## config.mk

```make
export PLATFORM = sky130hd
export DESIGN_NAME = multiset_bag_table
export DESIGN_NICKNAME = d
export VERILOG_FILES = /design/src/hdl/mbag_pkg.sv /design/src/hdl/mbag_mem.sv /design/src/hdl/mbag_ctrl.sv /design/src/hdl/multiset_bag_table.sv
export SDC_FILE = /design/constraint.sdc
export NUM_CORES = 1
export LEC_CHECK = 0
export ABC_AREA = 1
export BUFFER_PORTS_ARGS = -buffer_cell sky130_fd_sc_hd__buf_4
export CELL_PAD_IN_SITES_DETAIL_PLACEMENT = 1
export CELL_PAD_IN_SITES_GLOBAL_PLACEMENT = 2
export CORE_AREA = 10 10 208 210
export CTS_CLUSTER_DIAMETER = 60
export DETAILED_ROUTE_END_ITERATION = 8
export DIE_AREA = 0 0 218 220
export MAX_ROUTING_LAYER = met4
export PLACE_DENSITY = 0.82
export SLEW_MARGIN = 40
export SYNTH_ARGS = -nofsm -noshare
export SYNTH_HDL_FRONTEND = slang
export SYNTH_SLANG_ARGS = --single-unit
```

## constraint.sdc

```tcl
create_clock -name clock -period 2.95 [get_ports clock]
set_input_delay 0.1475 -clock clock [delete_from_list [all_inputs] [get_ports clock]]
set_output_delay 0.1475 -clock clock [all_outputs]
set_load 0.02 [all_outputs]
```

## src/hdl/mbag_pkg.sv

```systemverilog
// ----------------------------------------------------------------------------
// mbag_pkg
// Shared constants, action codes and the result record of the bag table.
// ----------------------------------------------------------------------------
`default_nettype none

package mbag_pkg;

   localparam int DEPTH_DEF      = 16;
   localparam int ITEM_WIDTH_DEF = 16;

   localparam int ACTION_W     = 2;
   localparam int ITEM_FIELD_W = 16;
   localparam int FIELD5_W     = 5;

   localparam logic [ACTION_W-1:0] ACT_ADD    = 2'd0;
   localparam logic [ACTION_W-1:0] ACT_REMOVE = 2'd1;
   localparam logic [ACTION_W-1:0] ACT_QUERY  = 2'd2;
   localparam logic [ACTION_W-1:0] ACT_CLEAR  = 2'd3;

   typedef struct packed {
      logic                success;
      logic [FIELD5_W-1:0] frequency;
      logic [FIELD5_W-1:0] entry_count;
      logic                is_empty;
   } mbag_rsp_type;

endpackage

`default_nettype wire

```

## src/hdl/mbag_mem.sv

```systemverilog
// ----------------------------------------------------------------------------
// mbag_mem
// Entry store: one write port, one read port, registered read data.
// ----------------------------------------------------------------------------
`default_nettype none

module mbag_mem #(
   parameter int DEPTH = 16,
   parameter int VAL_W = 16
) (
   input  wire logic                     clock,
   input  wire logic                     wr_en,
   input  wire logic [$clog2(DEPTH)-1:0] wr_addr,
   input  wire logic [VAL_W-1:0]         wr_data,
   input  wire logic                     rd_en,
   input  wire logic [$clog2(DEPTH)-1:0] rd_addr,
   output logic      [VAL_W-1:0]         rd_data
);

   logic [VAL_W-1:0] store_ff [DEPTH];
   logic [VAL_W-1:0] rd_data_ff;

   always_ff @(posedge clock) begin
      if (wr_en) begin
         store_ff[wr_addr] <= wr_data;
      end
      if (rd_en) begin
         rd_data_ff <= store_ff[rd_addr];
      end
   end

   assign rd_data = rd_data_ff;

endmodule

`default_nettype wire

```

## src/hdl/mbag_ctrl.sv

```systemverilog
// ----------------------------------------------------------------------------
// mbag_ctrl
// Scan sequencer: walks the live entries one per cycle, counts matches,
// then appends, swaps the last entry into the hit slot, reports, or clears.
// ----------------------------------------------------------------------------
`default_nettype none

module mbag_ctrl #(
   parameter int DEPTH = 16,
   parameter int VAL_W = 16
) (
   input  wire logic                             clock,
   input  wire logic                             reset,
   input  wire logic                             accept,
   input  wire logic [mbag_pkg::ACTION_W-1:0]    action,
   input  wire logic [VAL_W-1:0]                 value,
   output logic                                  busy,
   output logic                                  rd_en,
   output logic      [$clog2(DEPTH)-1:0]         rd_addr,
   input  wire logic [VAL_W-1:0]                 rd_data,
   output logic                                  wr_en,
   output logic      [$clog2(DEPTH)-1:0]         wr_addr,
   output logic      [VAL_W-1:0]                 wr_data,
   output logic                                  done,
   output mbag_pkg::mbag_rsp_type                rsp
);

   import mbag_pkg::*;

   localparam int ADDR_W = $clog2(DEPTH);
   localparam int CNT_W  = $clog2(DEPTH + 1);
   localparam int WIDE_W = (CNT_W > FIELD5_W) ? CNT_W : FIELD5_W;

   localparam logic [1:0] ST_IDLE   = 2'd0;
   localparam logic [1:0] ST_SCAN   = 2'd1;
   localparam logic [1:0] ST_FINISH = 2'd2;

   logic [1:0]          state_ff,  state_in;
   logic [ACTION_W-1:0] act_ff,    act_in;
   logic [VAL_W-1:0]    value_ff,  value_in;
   logic [CNT_W-1:0]    count_ff,  count_in;
   logic [CNT_W-1:0]    freq_ff,   freq_in;
   logic                found_ff,  found_in;
   logic [ADDR_W-1:0]   hit_ff,    hit_in;
   logic [ADDR_W-1:0]   rd_idx_ff, rd_idx_in;
   logic [VAL_W-1:0]    last_ff,   last_in;

   logic [CNT_W-1:0]  count_less;
   logic [ADDR_W-1:0] last_idx;
   logic [CNT_W-1:0]  freq_res;
   logic              ok;
   logic [WIDE_W-1:0] freq_wide;
   logic [WIDE_W-1:0] count_wide;

   assign count_less = count_ff - 1'b1;
   assign last_idx   = count_less[ADDR_W-1:0];
   assign busy       = (state_ff != ST_IDLE);

   always_comb begin
      state_in  = state_ff;
      act_in    = act_ff;
      value_in  = value_ff;
      count_in  = count_ff;
      freq_in   = freq_ff;
      found_in  = found_ff;
      hit_in    = hit_ff;
      rd_idx_in = rd_idx_ff;
      last_in   = last_ff;
      rd_en     = 1'b0;
      rd_addr   = '0;
      wr_en     = 1'b0;
      wr_addr   = '0;
      wr_data   = '0;
      done      = 1'b0;
      freq_res  = '0;
      ok        = 1'b0;
      case (state_ff)
         ST_IDLE: begin
            if (accept) begin
               act_in    = action;
               value_in  = value;
               freq_in   = '0;
               found_in  = 1'b0;
               hit_in    = '0;
               rd_idx_in = '0;
               if (action == ACT_CLEAR || count_ff == '0) begin
                  state_in = ST_FINISH;
               end else begin
                  rd_en    = 1'b1;
                  state_in = ST_SCAN;
               end
            end
         end
         ST_SCAN: begin
            if (rd_data == value_ff) begin
               freq_in = freq_ff + 1'b1;
               if (!found_ff) begin
                  found_in = 1'b1;
                  hit_in   = rd_idx_ff;
               end
            end
            if (rd_idx_ff == last_idx) begin
               last_in  = rd_data;
               state_in = ST_FINISH;
            end else begin
               rd_en     = 1'b1;
               rd_addr   = rd_idx_ff + 1'b1;
               rd_idx_in = rd_addr;
            end
         end
         ST_FINISH: begin
            done     = 1'b1;
            state_in = ST_IDLE;
            case (act_ff)
               ACT_ADD: begin
                  if (count_ff < CNT_W'(DEPTH)) begin
                     wr_en    = 1'b1;
                     wr_addr  = count_ff[ADDR_W-1:0];
                     wr_data  = value_ff;
                     count_in = count_ff + 1'b1;
                     freq_res = freq_ff + 1'b1;
                     ok       = 1'b1;
                  end else begin
                     freq_res = freq_ff;
                  end
               end
               ACT_REMOVE: begin
                  if (found_ff) begin
                     // last entry fills the hole
                     wr_en    = 1'b1;
                     wr_addr  = hit_ff;
                     wr_data  = last_ff;
                     count_in = count_less;
                     freq_res = freq_ff - 1'b1;
                     ok       = 1'b1;
                  end else begin
                     freq_res = freq_ff;
                  end
               end
               ACT_QUERY: begin
                  freq_res = freq_ff;
                  ok       = found_ff;
               end
               default: begin
                  count_in = '0;
                  freq_res = '0;
                  ok       = 1'b1;
               end
            endcase
         end
         default: begin
            state_in = ST_IDLE;
         end
      endcase
   end

   assign freq_wide  = WIDE_W'(freq_res);
   assign count_wide = WIDE_W'(count_in);

   always_comb begin
      rsp.success     = ok;
      rsp.frequency   = freq_wide[FIELD5_W-1:0];
      rsp.entry_count = count_wide[FIELD5_W-1:0];
      rsp.is_empty    = (count_in == '0);
   end

   always_ff @(posedge clock) begin
      if (reset) begin
         state_ff <= ST_IDLE;
         count_ff <= '0;
      end else begin
         state_ff <= state_in;
         count_ff <= count_in;
      end
   end

   always_ff @(posedge clock) begin
      act_ff    <= act_in;
      value_ff  <= value_in;
      freq_ff   <= freq_in;
      found_ff  <= found_in;
      hit_ff    <= hit_in;
      rd_idx_ff <= rd_idx_in;
      last_ff   <= last_in;
   end

endmodule

`default_nettype wire

```

## src/hdl/multiset_bag_table.sv

```systemverilog
// ----------------------------------------------------------------------------
// multiset_bag_table
// Bounded unordered multiset: add, remove first match, query and clear.
// Response: rsp_strobe is registered from the sequencer's done pulse, which follows
//   a scan of every live entry (no scan for clear or an empty bag).
// Flow: one transaction at a time; busy holds off start through the
//   one-entry-per-cycle scan through the single read port of the store.
// Reset: clears the entry count and the sequencer; the store is not cleared.
// ----------------------------------------------------------------------------
`default_nettype none

module multiset_bag_table #(
   parameter int DEPTH      = mbag_pkg::DEPTH_DEF,
   parameter int ITEM_WIDTH = mbag_pkg::ITEM_WIDTH_DEF
) (
   input  wire logic                                 clock,
   input  wire logic                                 reset,
   input  wire logic                                 start,
   output logic                                      busy,
   input  wire logic [mbag_pkg::ACTION_W-1:0]        req_action,
   input  wire logic [mbag_pkg::ITEM_FIELD_W-1:0]    req_item_value,
   output logic                                      rsp_strobe,
   output logic                                      rsp_success,
   output logic      [mbag_pkg::FIELD5_W-1:0]        rsp_frequency,
   output logic      [mbag_pkg::FIELD5_W-1:0]        rsp_entry_count,
   output logic                                      rsp_is_empty
);

   import mbag_pkg::*;

   localparam int ADDR_W = $clog2(DEPTH);
   localparam int VAL_W  = (ITEM_WIDTH < ITEM_FIELD_W) ? ITEM_WIDTH : ITEM_FIELD_W;

   logic              accept;
   logic [VAL_W-1:0]  value;
   logic              rd_en;
   logic [ADDR_W-1:0] rd_addr;
   logic [VAL_W-1:0]  rd_data;
   logic              wr_en;
   logic [ADDR_W-1:0] wr_addr;
   logic [VAL_W-1:0]  wr_data;
   logic              done;
   mbag_rsp_type      rsp;

   logic              rsp_strobe_ff;
   mbag_rsp_type      rsp_ff;

   assign accept = start && !busy;
   assign value  = req_item_value[VAL_W-1:0];

   mbag_ctrl #(
      .DEPTH (DEPTH),
      .VAL_W (VAL_W)
   ) u_ctrl (
      .clock   (clock),
      .reset   (reset),
      .accept  (accept),
      .action  (req_action),
      .value   (value),
      .busy    (busy),
      .rd_en   (rd_en),
      .rd_addr (rd_addr),
      .rd_data (rd_data),
      .wr_en   (wr_en),
      .wr_addr (wr_addr),
      .wr_data (wr_data),
      .done    (done),
      .rsp     (rsp)
   );

   mbag_mem #(
      .DEPTH (DEPTH),
      .VAL_W (VAL_W)
   ) u_mem (
      .clock   (clock),
      .wr_en   (wr_en),
      .wr_addr (wr_addr),
      .wr_data (wr_data),
      .rd_en   (rd_en),
      .rd_addr (rd_addr),
      .rd_data (rd_data)
   );

   always_ff @(posedge clock) begin
      if (reset) begin
         rsp_strobe_ff <= 1'b0;
      end else begin
         rsp_strobe_ff <= done;
      end
   end

   always_ff @(posedge clock) begin
      if (done) begin
         rsp_ff <= rsp;
      end
   end

   assign rsp_strobe      = rsp_strobe_ff;
   assign rsp_success     = rsp_ff.success;
   assign rsp_frequency   = rsp_ff.frequency;
   assign rsp_entry_count = rsp_ff.entry_count;
   assign rsp_is_empty    = rsp_ff.is_empty;

endmodule

`default_nettype wire

```

---- Word-level counts from Yosys, hierarchy flattened ----
Memory sizes are Yosys's and may differ from the RTL's. A register that Yosys moved wholly into a read port is not among the register bits.
Index checks and enable logic that the tools add are counted.
storage, ports and cells
  flip-flop bits (word level) ............. 68
  bits in writable memories ............... 256
  bits of input ports ..................... 21
  logic and storage cells ................. 93
  memories kept ........................... 1
operators by class
  add/subtract/negate cells ............... 5
  magnitude comparators ................... 1
  eq/ne operators ......................... 12
  mux-type cells .......................... 45
  reduce and logical (&&, ||, !) cells .... 15
memory list
  name            words  width  read ports  clocked after memory_dff  write ports  line            source
  u_mem.store_ff  16     16     1           1                         1            mbag_mem.sv:20  logic [VAL_W-1:0] store_ff [DEPTH];
operator list
  cell                                                                     count
  16-bit two-way mux                                                       3
  4-bit two-way mux                                                        9
  5-bit two-way mux                                                        7
  16-bit case mux with 2 select lines                                      1
  5-bit case mux with 3 select lines                                       2
  4-bit case mux with 2 select lines                                       3
  16-bit == test                                                           1
  1-bit two-way mux                                                        11
  5-bit by 1-bit adder with 5-bit output, second input constant            2
  5-bit logical NOT                                                        2
  5-bit case mux with 2 select lines                                       1
  5-bit by 1-bit subtractor with 5-bit output, second input constant       2
  2-bit == test, second input constant                                     3
  2-bit two-way mux                                                        3
  2-bit inequality test, second input constant                             3
  1-bit case mux with 2 select lines                                       3
  2-bit AND reduction                                                      3
  3-bit AND reduction                                                      2
  5-bit < comparator, second input constant                                1
  4-bit by 1-bit adder with 4-bit output, second input constant            1
  2-bit by 1-bit == test with 1-bit output, second input constant          2
  4-bit == test                                                            1
  2-bit logical NOT                                                        2
  2-bit by 1-bit inequality test with 1-bit output, second input constant  2
  other kinds (7)                                                          8

---- Logic depth before layout (Yosys ltp) ----
Gate-level depths: netlist of run 1.
  depth after elaboration ................. 6
  mapped depth ............................ 16
  gate-level depth less buffers ........... 15

---- By module ----
From an unflattened synthesis of run 1, not the netlist that was laid out.
unflattened totals
  cells, all modules ...................... 1447
  area, all modules ....................... 15041.9 µm²
modules (own cells, without submodules)
  module              instances  cells an instance  area each (µm²)  sequential area each (µm²)
  mbag_mem            1          1074               11541.1          8167.8
  mbag_ctrl           1          356                3100.5           1581.5
  multiset_bag_table  1          17                 400.4            380.4

---- Worst setup path before layout of run 1 ----
No wires, ideal clock.
  kind .................................... register -> register
  start point ............................. register u_ctrl.state_ff[1]
  end point ............................... memory u_mem.store_ff[14][0], enable pin
  library setup time ...................... 0.388 ns
  arrival ................................. 2.378 ns
  required time ........................... 2.562 ns
  setup slack ............................. 0.183 ns
  stages on the path, launching flop included .. 8
  buffers on the path ..................... 1
  clock period less this slack ............ 2.767 ns
  cell sequence ........................... dfxtp_1 -> inv_1 -> nor2_2 -> inv_1 -> clkbuf_1 -> nor2_1 -> nand2_1 -> nor2_1
between the ends
  word-level cells in the longest chain between the ends .. 4
  elaborated cells between the ends (all ways) .. 5
ends and longest elaborated chain
  element                                  line              source
  from (decl)                              mbag_ctrl.sv:38   logic [1:0] state_ff, state_in;
  from (signal assigned)                   mbag_ctrl.sv:172  state_ff <= state_in;
  2-bit == test (*)                        mbag_ctrl.sv:77   case (state_ff)
  1-bit two-way mux                        mbag_ctrl.sv:77
  1-bit two-way mux                        mbag_mem.sv:24    if (wr_en) begin
  1-bit two-way mux (implied by the code)  mbag_mem.sv:25    store_ff[wr_addr] <= wr_data;
  to (decl)                                mbag_mem.sv:20
Every way passes the cells marked *; elsewhere a longest branch is shown, timed or not.

---- Final worst setup path of run 1 ----
  start point ............................. register u_ctrl.count_ff[1]
  end point ............................... register u_mem.rd_data_ff[13] (netlist: u_mem.rd_data[13]) (read register of u_mem.store_ff), data pin
between the ends
  word-level cells in the longest chain between the ends .. 5
  elaborated cells between the ends (all ways) .. 10
ends and longest elaborated chain
  element                                                                              line              source
  from (decl)                                                                          mbag_ctrl.sv:41   logic [CNT_W-1:0] count_ff, count_in;
  from (signal assigned)                                                               mbag_ctrl.sv:173  count_ff <= count_in;
  branches (longest 5 deep; another with 5-bit by 1-bit subtractor with 5-bit output)  n/a
  to (decl)                                                                            mbag_mem.sv:21    logic [VAL_W-1:0] rd_data_ff;
Parallel ways; which one is timed is not known.
A chain may end at the register's enable or synchronous reset.

==> metrics.cfg, run 1 <==
[layout]
design_area_um2 = 17800
fill_cells = 4234
drive_gt1_share_pct = 18.4
antennaDiodeCount = 0
area_growth_pct = 18.1
regArea_um2 = 10100
fin_nets = 1436
stdcell_count = 1960
multi_input_area_um2 = 3940
post-route-util_pct = 45.2

[placement]
pre_cts_slack_ns = 0.171
numPlacedInstances = 1869
place.gp.congestion = 0.825
dp_hpwl_um = 26900
place_area_um2 = 16300
port_buffers = 34

[worst_setup_path]
startpoint_type = register
reg2reg_depth = 11
critPathCaptureType = register
cpMostUsedCell = nand2_1
critical_path_peak_fanout = 76
cp_cell_sequence = inv_1, ha_1, xor2_1, nand2_1, nor2_2, nand2_4, buf_12, nand2_2, clkinvlp_4, nand3_1, nand2_1
cp.required_ns = 3.24
worstPathArrival_ns = 3.02
critPathMaxStageDelay_ns = 0.40
crit_type = register to register
slowest_stage = dfxtp_1

[sta]
skew_ns = 0.0245
finalHoldViolCount = 0
hold-worst-slack_ns = 0.305
grt_setup_unrepaired = no
tns_ns = 0
fin_ws_ns = 0.230
fmax_mhz = 368
setup_viol = 0
tightest_slew_ns = 0.710
min_period_ns = 2.72
slew_headroom_pct = 52.7
fin_crit_sh_pct = 92.2
slew_viol_final = 0

[die]
start_util_pct = 38.3
core_area_um2 = 39300
die_h_um = 220
rows = 73
die_x_um = 218
fp.dieArea_um2 = 48000
ios = 35

[global_routing]
grt_usage_pct = 18.6
grt_pass1_vias = 11000
grt_remaining_overflow = 0
grt_pass1_wl_um = 66500
grt_start_max_net_pins = 77
antenna_found_initial = 0

[synthesis]
synth_cells = 1308
syn_nets = 1339
synth_common_cells = 332 x edfxtp_1, 223 x nand3_1, 175 x nand2_1, 171 x inv_1, 70 x nor2_1
ys_types = 38
avgSynthCellArea_um2 = 11.5
ys_seq_elements = 340
synth_edf_count = 332
netlist.area_leader.share_pct = 66.3
synthesis.area_um2 = 15000
yosysMostFrequentCell = edfxtp_1
async_flop_share_pct = 0
ys.flop_type = edfxtp_1
synth_area_leaders = edfxtp_1 66%, nand3_1 7.4%, nand2_1 4.4%, inv_1 4.3%, o2111ai_1 2.9%
synth_largest_area_cell = edfxtp_1
ys_seq_area_share_pct = 67.4
ys_warn_count = 0

[clock_tree]
cts-root-buf = clkbuf_16
clock_path_buffers = 3
numCtsBuffers = 39
post-cts-setup-buffer-count = 0
clkSlewWorstSetupHoldPaths_ns = 0.06
cts_tree = done
cts-htree-levels = 2
clock_latency_ns = 0.56
cts_sinks = 340

[drt]
drt-total-wl_um = 42800
detail_route.wl_per_cell_um = 21.8
via_count = 10300
drt-pass1-iter-count = 4
drt_first_iter_violations = 875
via_per_inst = 5.27
postRouteAntennaNets = 0
drc_errors = 0

[power]
p_total_mw = 10.9
power_density_nw_per_um2 = 612
peakVddDrop_v = 0.000363
power.leakage_nw = 6.79

[worst_hold_path]
hold_depth = 2
hold_path.class = input port to register

[flow_run]
maxCapViolCount = 0

[run_status]
status = completed

-- cell usage in the layout (no fill, tap or decap), drive strengths merged --
| cell | n |
|---|---|
| edfxtp | 332 |
| nand3 | 223 |
| nand2 | 181 |
| inv | 178 |
| buf | 107 |
| nor2 | 77 |
| or2 | 66 |
| o2111ai | 50 |
| clkbuf | 45 |
| nand3b | 32 |
| a21oi | 22 |
| dlygate4sd3 | 20 |
| clkinv | 20 |
| xor2 | 11 |
| o21ai | 11 |
| xnor2 | 10 |
| ha | 10 |
| nand4 | 8 |
| dfxtp | 8 |
| a22oi | 4 |
| bufinv | 4 |
| a31oi | 3 |
| nor3 | 2 |
| o211ai | 2 |
| a221oi | 2 |
| o22ai | 2 |
| o221ai | 1 |
| clkinvlp | 1 |
| a22o | 1 |
| and2 | 1 |
| a211oi | 1 |
-- power breakdown --
| group | switching, mW | total [mW] | leakage, nW | internal [mW] |
|---|---|---|---|---|
| registers | 0.0619 | 5.44 | 2.84 | 5.38 |
| logic | 0.405 | 0.609 | 3.32 | 0.204 |
| clock network | 1.98 | 4.82 | 0.620 | 2.84 |
-- flip-flops by register name (all words and copies together), names as in the netlist, 2 cells and up --
signal / flops
u_ctrl.state_ff: 2
u_ctrl.freq_ff: 5
u_mem.store_ff: 256
rsp_entry_count: 5
u_ctrl.rd_idx_ff: 4
u_ctrl.count_ff: 5
u_ctrl.act_ff: 2
u_ctrl.value_ff: 16
u_ctrl.hit_ff: 4
rsp_frequency: 5
u_ctrl.last_ff: 16
u_mem.rd_data: 16
-- final cells by class --
cell class,instances,area share [%]
inverters,177,3.76
flip-flops and latches,340,57.1
clock inverters,26,1.40
well taps,525,3.70
clock buffers,45,5.74
multi-input cells,720,22.2
repair buffers,127,6.15
-- repair_timing --
action                     in CTS  in global routing
resized for setup               0                  3
hold endpoints to repair       26                  0
hold buffers                   20                  0
setup endpoints to repair       0                 56
-- per-layer routing --
metal | vias to the layer above | global-route usage [%] | share of wire [%]
met3 | 70 | 3.24 | 5.1
met5 | - | - | 0
met4 | 0 | 6.16 | 3.0
li1 | 4752 | - | -
met2 | 234 | 30.8 | 49
met1 | 5265 | 22.8 | 42
-- cells by family after synthesis --
kind of cell	Yosys count	share of synthesized area, %
compound gates	99	4.84
xor+xnor	21	1.22
fa+ha+maj	10	0.832
buf+inv	248	6.75
flops	340	67.4
simple gates	590	19.0
-- worst paths after layout --
path	start	endpoint	slack, ns
setup / recovery	u_ctrl.count_ff[1]$_SDFF_PP0_	u_mem.rd_data[13]$_DFFE_PP_	0.23
hold / removal	req_item_value[8]	u_ctrl.value_ff[8]$_DFFE_PP_	0.31
setup reg to reg	u_ctrl.count_ff[1]$_SDFF_PP0_	u_mem.rd_data[13]$_DFFE_PP_	0.23
hold reg to reg	u_mem.rd_data[4]$_DFFE_PP_	u_ctrl.last_ff[4]$_DFFE_PP_	0.49
-- critical path, delay by kind of cell (launching register included) --
| kind | cells | cell delay, ns |
|---|---|---|
| xor gates and xnor gates | 1 | 0.16 |
| adders and majority gates | 1 | 0.34 |
| buffers and inverters | 3 | 0.74 |
| DFF | 1 | 0.40 |
| and+or+nand+nor | 6 | 0.79 |
(Power assumes the default switching activity.)
==> inputs of run 2 (changes only) <==
--- a/config.mk
+++ b/config.mk
@@ -15,6 +15,7 @@
 export DIE_AREA = 0 0 218 220
 export MAX_ROUTING_LAYER = met4
 export PLACE_DENSITY = 0.82
+export RECOVER_POWER = 50
 export SLEW_MARGIN = 40
 export SYNTH_ARGS = -nofsm -noshare
 export SYNTH_HDL_FRONTEND = slang
==> run 2 against run 1 <==
  * First-iteration DRC count decreased by 1.1%
  * Clock skew hardly changed
  * Combinational power is 4.8% lower
  * Largest cell class unchanged
  * Largest power group unchanged
  * Highest routed layer unchanged
==> metrics.cfg, run 2 (same netlist as run 1, synthesis figures left out) <==
[sta]
skew_ns = 0.0249  ; was 0.0245 ns
setup_viol = 0  ; unchanged
fmax_mhz = 368  ; about the same
finalHoldViolCount = 0  ; unchanged
slew_headroom_pct = 15.5  ; was 52.7%
tightest_slew_ns = 1.27  ; was 0.710 ns
slew_viol_final = 0  ; unchanged
tns_ns = 0  ; unchanged
min_period_ns = 2.72  ; about the same
grt_setup_unrepaired = no  ; unchanged
fin_crit_sh_pct = 92.2  ; about the same

[clock_tree]
cts_sinks = 340  ; unchanged
clkSlewWorstSetupHoldPaths_ns = 0.06  ; about the same
cts_tree = done  ; unchanged
clock_path_buffers = 3  ; unchanged
clock_latency_ns = 0.56  ; about the same
post-cts-setup-buffer-count = 0  ; unchanged
cts-root-buf = clkbuf_16  ; unchanged
numCtsBuffers = 39  ; unchanged
cts-htree-levels = 2  ; unchanged

[die]
fp.dieArea_um2 = 48000  ; unchanged
die_x_um = 218  ; unchanged
core_area_um2 = 39300  ; unchanged
rows = 73  ; unchanged
die_h_um = 220  ; unchanged
ios = 35  ; unchanged
start_util_pct = 38.3  ; unchanged

[layout]
final_common_cell = edfxtp_1  ; unchanged
mostFrequentLayoutCells = 332 x edfxtp_1, 223 x nand3_1, 176 x nand2_1  ; was 332 x edfxtp_1, 223 x nand3_1, 175 x nand2_1
design_area_um2 = 17600  ; was 17800 µm²
area_growth_pct = 17.2  ; was 18.1%
max_flop_register = u_mem.store_ff  ; unchanged
antennaDiodeCount = 0  ; unchanged
largest_reg_flops = 256  ; unchanged
drive_gt1_share_pct = 16.1  ; was 18.4%
fin_nets = 1436  ; unchanged

[drt]
via_count = 10300  ; about the same
via_per_inst = 5.25  ; was 5.27
detail_route.wl_per_cell_um = 21.8  ; about the same
drt-pass1-iter-count = 5  ; was 4
drc_errors = 0  ; unchanged
postRouteAntennaNets = 0  ; unchanged
drt_first_iter_violations = 865  ; was 875
drt-total-wl_um = 42700  ; was 42800 µm

[global_routing]
grt_pass1_vias = 11000  ; unchanged
grt_remaining_overflow = 0  ; unchanged
grt_start_max_net_pins = 77  ; unchanged
grt_pass1_wl_um = 66500  ; unchanged
antenna_found_initial = 0  ; unchanged
grt_usage_pct = 18.6  ; unchanged

[worst_setup_path]
crit_type = register to register  ; unchanged
cp.required_ns = 3.24  ; about the same
worstPathArrival_ns = 3.02  ; about the same
startpoint_type = register  ; unchanged
critPathCaptureType = register  ; unchanged
critical_path_peak_fanout = 76  ; unchanged

[worst_hold_path]
hold_path.class = input port to register  ; unchanged

[run_status]
status = completed  ; unchanged

[placement]
place_area_um2 = 16300  ; unchanged
dp_hpwl_um = 26900  ; unchanged
port_buffers = 34  ; unchanged
place.gp.congestion = 0.825  ; unchanged

[power]
power.leakage_nw = 6.68  ; was 6.79 nW
power_density_nw_per_um2 = 615  ; was 612 nW/µm²
peakVddDrop_v = 0.000364  ; was 0.000363 V

[flow_run]
maxCapViolCount = 0  ; unchanged

[run 2: repair_timing]
item / 4_1_cts / 5_1_grt
resized for setup: 0 / 3
hold buffers: 20 / 0
endpoints found under the setup margin: 0 / 56
hold endpoints to repair: 26 / 0
[run 2: worst max-delay path, cell delays in order (launching register included)]
cell and delay [ns]:
dfxtp_1 0.40, inv_1 0.12, ha_1 0.34, xor2_1 0.16
nand2_1 0.07, nor2_2 0.16, nand2_4 0.13, buf_12 0.23
nand2_2 0.13, clkinvlp_4 0.40, nand3_1 0.23, nand2_1 0.07
[run 2: report_power, final]
| part | total, mW | switching, mW | internal [mW] |
|---|---|---|---|
| Combinational | 0.580 | 0.402 | 0.179 |
| Sequential | 5.44 | 0.0607 | 5.38 |
| Clock | 4.82 | 1.97 | 2.84 |
| Total | 10.8 | 2.44 | 8.40 |
[run 2: final cells by class]
class | count | area (µm²)
fill | 4237 | 21700
tap | 525 | 657
inverter | 177 | 668
sequential | 340 | 10100
clock buffer | 45 | 1020
timing repair buffer | 127 | 972
multi-input combinational | 720 | 3920
clock inverter | 26 | 248
[run 2: final timing paths]
kind | start | endpoint | slack (ns) | cells past startpoint
worst max-delay path | u_ctrl.count_ff[1]$_SDFF_PP0_ | u_mem.rd_data[13]$_DFFE_PP_ | 0.23 | 11
worst min-delay path | req_item_value[8] | u_ctrl.value_ff[8]$_DFFE_PP_ | 0.32 | 2
worst max register to register | u_ctrl.count_ff[1]$_SDFF_PP0_ | u_mem.rd_data[13]$_DFFE_PP_ | 0.23 | 11
worst min register to register | u_mem.rd_data[10]$_DFFE_PP_ | u_ctrl.last_ff[10]$_DFFE_PP_ | 0.50 | 0
[run 2: layer usage]
layer	share of wire [%]	track usage, %
met5	0	-
met4	3.1	6.16
met3	5.2	3.24
met2	49	30.8
met1	42	22.8
[run 2: per-stage QoR]
stage / power (mW) / worst slack (ns) / instances / util (%) / hold slack (ns)
finish: 10.8 / 0.229 / 1960 / 44.9 / 0.323
global route: 11.2 / 0.00353 / 1960 / 44.9 / 0.302
CTS: 11.0 / 0.131 / 1960 / 45.2 / 0.281
detailed placement: 6.13 / 0.171 / 1869 / 41.5 / 0.327
global placement: 6.11 / 0.287 / 1869 / 41.5 / 0.326
floorplan: 5.87 / 0.183 / 1308 / - / 0.246
==> inputs of run 3 (changes only) <==
--- a/config.mk
+++ b/config.mk
@@ -5,14 +5,16 @@
 export SDC_FILE = /design/constraint.sdc
 export NUM_CORES = 1
 export LEC_CHECK = 0
-export ABC_AREA = 1
+export ABC_AREA = 0
 export BUFFER_PORTS_ARGS = -buffer_cell sky130_fd_sc_hd__buf_4
 export CELL_PAD_IN_SITES_DETAIL_PLACEMENT = 1
 export CELL_PAD_IN_SITES_GLOBAL_PLACEMENT = 2
-export CORE_AREA = 10 10 208 210
+export CORE_AREA = 10 10 194 196
 export CTS_CLUSTER_DIAMETER = 60
 export DETAILED_ROUTE_END_ITERATION = 8
-export DIE_AREA = 0 0 218 220
+export DIE_AREA = 0 0 204 206
+export GPL_ROUTABILITY_DRIVEN = 0
+export HOLD_SLACK_MARGIN = 0.1
 export MAX_ROUTING_LAYER = met4
 export PLACE_DENSITY = 0.82
 export RECOVER_POWER = 50
==> run 3 against run 2 <==
  * Routed wire length decreased by 7.4%
  * Clock power decreased by 8.7%
  * Highest routed layer unchanged
  * Critical path depth decreased by 5
  * Total power decreased by 3.2%
  * Final area decreased by 6.7%
  * Critical endpoint is now u_mem.rd_data[12]$_DFFE_PP_
  * Clock skew about the same
==> metrics.cfg, run 3 <==
[synthesis]
ys_types = 57  ; was 38
synthesis.area_um2 = 14000  ; was 15000 µm²
ys_seq_elements = 340  ; unchanged
ys_warn_count = 0  ; unchanged
syn_nets = 956  ; was 1339
ys_seq_area_share_pct = 72.6  ; was 67.4%
synth_common_cells = 332 x edfxtp_1, 70 x nor2_1, 54 x nand2_1, 48 x mux2i_1, 35 x a22oi_1  ; was 332 x edfxtp_1, 223 x nand3_1, 175 x nand2_1, 171 x inv_1, 70 x nor2_1
avgSynthCellArea_um2 = 15.1  ; was 11.5 µm²
synth_edf_count = 332  ; unchanged
synth_area_leaders = edfxtp_1 71%, mux2i_1 3.4%, a22oi_1 1.9%, nor2_1 1.9%, nand2_1 1.5%  ; was edfxtp_1 66%, nand3_1 7.4%, nand2_1 4.4%, inv_1 4.3%, o2111ai_1 2.9%
yosysMostFrequentCell = edfxtp_1  ; unchanged
synth_cells = 925  ; was 1308
netlist.area_leader.share_pct = 71.4  ; was 66.3%
async_flop_share_pct = 0  ; unchanged
ys.flop_type = edfxtp_1  ; unchanged
synth_largest_area_cell = edfxtp_1  ; unchanged

[sta]
fmax_mhz = 364  ; was 368 MHz
skew_ns = 0.0253  ; was 0.0249 ns
finalHoldViolCount = 0  ; unchanged
grt_setup_unrepaired = no  ; unchanged
tightest_slew_ns = 1.12  ; was 1.27 ns
min_period_ns = 2.75  ; was 2.72 ns
setup_viol = 0  ; unchanged
slew_headroom_pct = 25.1  ; was 15.5%
slew_viol_final = 0  ; unchanged
fin_crit_sh_pct = 93.1  ; was 92.2%
fin_ws_ns = 0.202  ; was 0.229 ns
tns_ns = 0  ; unchanged

[worst_setup_path]
worstPathArrival_ns = 3.02  ; about the same
startpoint_type = register  ; unchanged
cp.required_ns = 3.22  ; was 3.24 ns
path_delay_family = compound AO/OA/AOI/OAI gates  ; was simple AND/OR/NAND/NOR gates
critPathCaptureType = register  ; unchanged
critical_path_peak_fanout = 13  ; was 76
cp_cell_sequence = ha_1, nand3b_1, clkbuf_1, o21ai_0, a221oi_1, o32ai_2  ; was inv_1, ha_1, xor2_1, nand2_1, nor2_2, nand2_4, buf_12, nand2_2, clkinvlp_4, nand3_1, nand2_1
crit_type = register to register  ; unchanged
worst-path-buf-inv = 1  ; was 3
critPathMaxStageDelay_ns = 0.66  ; was 0.40 ns
slowest_stage = clkbuf_1  ; was dfxtp_1

[drt]
drc_errors = 0  ; unchanged
via_count = 8770  ; was 10300
detail_route.wl_per_cell_um = 26.1  ; was 21.8 µm
drt-total-wl_um = 39500  ; was 42700 µm
postRouteAntennaNets = 0  ; unchanged
drt-pass1-iter-count = 7  ; was 5
via_per_inst = 5.79  ; was 5.25
drt_first_iter_violations = 849  ; was 865

[layout]
regArea_um2 = 10100  ; unchanged
mostFrequentLayoutCells = 332 x edfxtp_1, 66 x buf_4, 54 x nand2_1  ; was 332 x edfxtp_1, 223 x nand3_1, 176 x nand2_1
max_flop_register = u_mem.store_ff  ; unchanged
drive_gt1_share_pct = 16.0  ; was 16.1%
final_common_cell = edfxtp_1  ; unchanged
post-route-util_pct = 48.4  ; was 44.9%
fill_cells = 3342  ; was 4237
antennaDiodeCount = 0  ; unchanged
multi_input_area_um2 = 3490  ; was 3920 µm²
area_growth_pct = 17.7  ; was 17.2%
design_area_um2 = 16400  ; was 17600 µm²
fin_nets = 1062  ; was 1436
largest_reg_flops = 256  ; unchanged

[placement]
dp_hpwl_um = 25100  ; was 26900 µm
pre_cts_slack_ns = 0.230  ; was 0.171 ns
place_area_um2 = 15200  ; was 16300 µm²
port_buffers = 34  ; unchanged

[power]
peakVddDrop_v = 0.000474  ; was 0.000364 V
power.leakage_nw = 5.38  ; was 6.68 nW
p_total_mw = 10.5  ; was 10.8 mW
power_density_nw_per_um2 = 638  ; was 615 nW/µm²

[clock_tree]
clock_latency_ns = 0.54  ; was 0.56 ns
cts_tree = done  ; unchanged
clkSlewWorstSetupHoldPaths_ns = 0.06  ; about the same
cts_sinks = 340  ; unchanged
cts-root-buf = clkbuf_16  ; unchanged
clock_path_buffers = 3  ; unchanged
numCtsBuffers = 37  ; was 39
cts-htree-levels = 2  ; unchanged

[worst_hold_path]
hold_path.class = input port to register  ; unchanged

[die]
core_area_um2 = 33900  ; was 39300 µm²
die_x_um = 204  ; was 218 µm
die_h_um = 206  ; was 220 µm
start_util_pct = 41.1  ; was 38.3%
ios = 35  ; unchanged
rows = 68  ; was 73
fp.dieArea_um2 = 42000  ; was 48000 µm²

[flow_run]
maxCapViolCount = 0  ; unchanged

[global_routing]
grt_remaining_overflow = 0  ; unchanged
grt_usage_pct = 19.2  ; was 18.6%
antenna_found_initial = 0  ; unchanged
grt_pass1_wl_um = 59500  ; was 66500 µm
grt_start_max_net_pins = 53  ; was 77
grt_pass1_vias = 9350  ; was 11000

[run_status]
status = completed  ; unchanged

run 3: repair_timing:
action | 4_1_cts | 5_1_grt
hold endpoints to repair | 26 | 0
setup endpoints to repair | 0 | 29
buffers inserted | 0 | 0
resized for setup | 0 | 1
hold buffers | 19 | 0
run 3: per-stage QoR:
step / hold slack [ns] / std cells
floorplan: 0.219 / 925
global placement: 0.327 / 1428
detailed placement: 0.328 / 1428
CTS: 0.100 / 1514
global route: 0.173 / 1514
finish: 0.0951 / 1514
run 3: layout make-up:
cell class / count / share of cell area (%)
Tap cell: 455 / 3.47
Timing Repair Buffer: 128 / 5.95
Multi-Input combinational cell: 491 / 21.2
Inverter: 33 / 0.754
Sequential cell: 340 / 61.7
Clock buffer: 52 / 5.98
Clock inverter: 15 / 0.967
run 3: cell families after synthesis:
| logic type | Yosys count | synth area share, % |
|---|---|---|
| xor gates and xnor gates | 29 | 1.93 |
| DFF | 340 | 72.6 |
| muxes | 48 | 3.44 |
| adders and majority gates | 10 | 0.896 |
| AOI/OAI and AO/OA | 210 | 11.8 |
| buffers and inverters | 94 | 2.80 |
| and+or+nand+nor | 194 | 6.59 |
run 3: final timing paths:
kind	from	to	slack [ns]	cells after the start
max	u_ctrl.rd_idx_ff[1]$_SDFFCE_PN0P_	u_mem.rd_data[12]$_DFFE_PP_	0.20	6
min	start	u_ctrl.state_ff[1]$_SDFFE_PP0P_	0.1	5
max reg2reg	u_ctrl.rd_idx_ff[1]$_SDFFCE_PN0P_	u_mem.rd_data[12]$_DFFE_PP_	0.20	6
min reg2reg	u_mem.rd_data[8]$_DFFE_PP_	u_ctrl.last_ff[8]$_DFFE_PP_	0.50	0
run 3: where the power goes:
group / internal [mW] / switching (mW)
Clock: 2.46 / 1.94
Combinational: 0.257 / 0.431
Sequential: 5.34 / 0.0601
Total: 8.06 / 2.43
run 3: layer usage:
metal  vias to the layer above  wire length, µm  global-route usage [%]
met3                        82             2160                    3.09
li1                       3842                -                       -
met4                         0             1190                    6.56
met5                         -                0                       -
met1                      4554            16600                    23.8
met2                       292            19600                    31.6
run 3: worst min-delay path, delay by kind of cell:
family	cells	cell delay (ns)
buf+inv	2	0.20
simple gates	2	0.11
compound gates	1	0.12
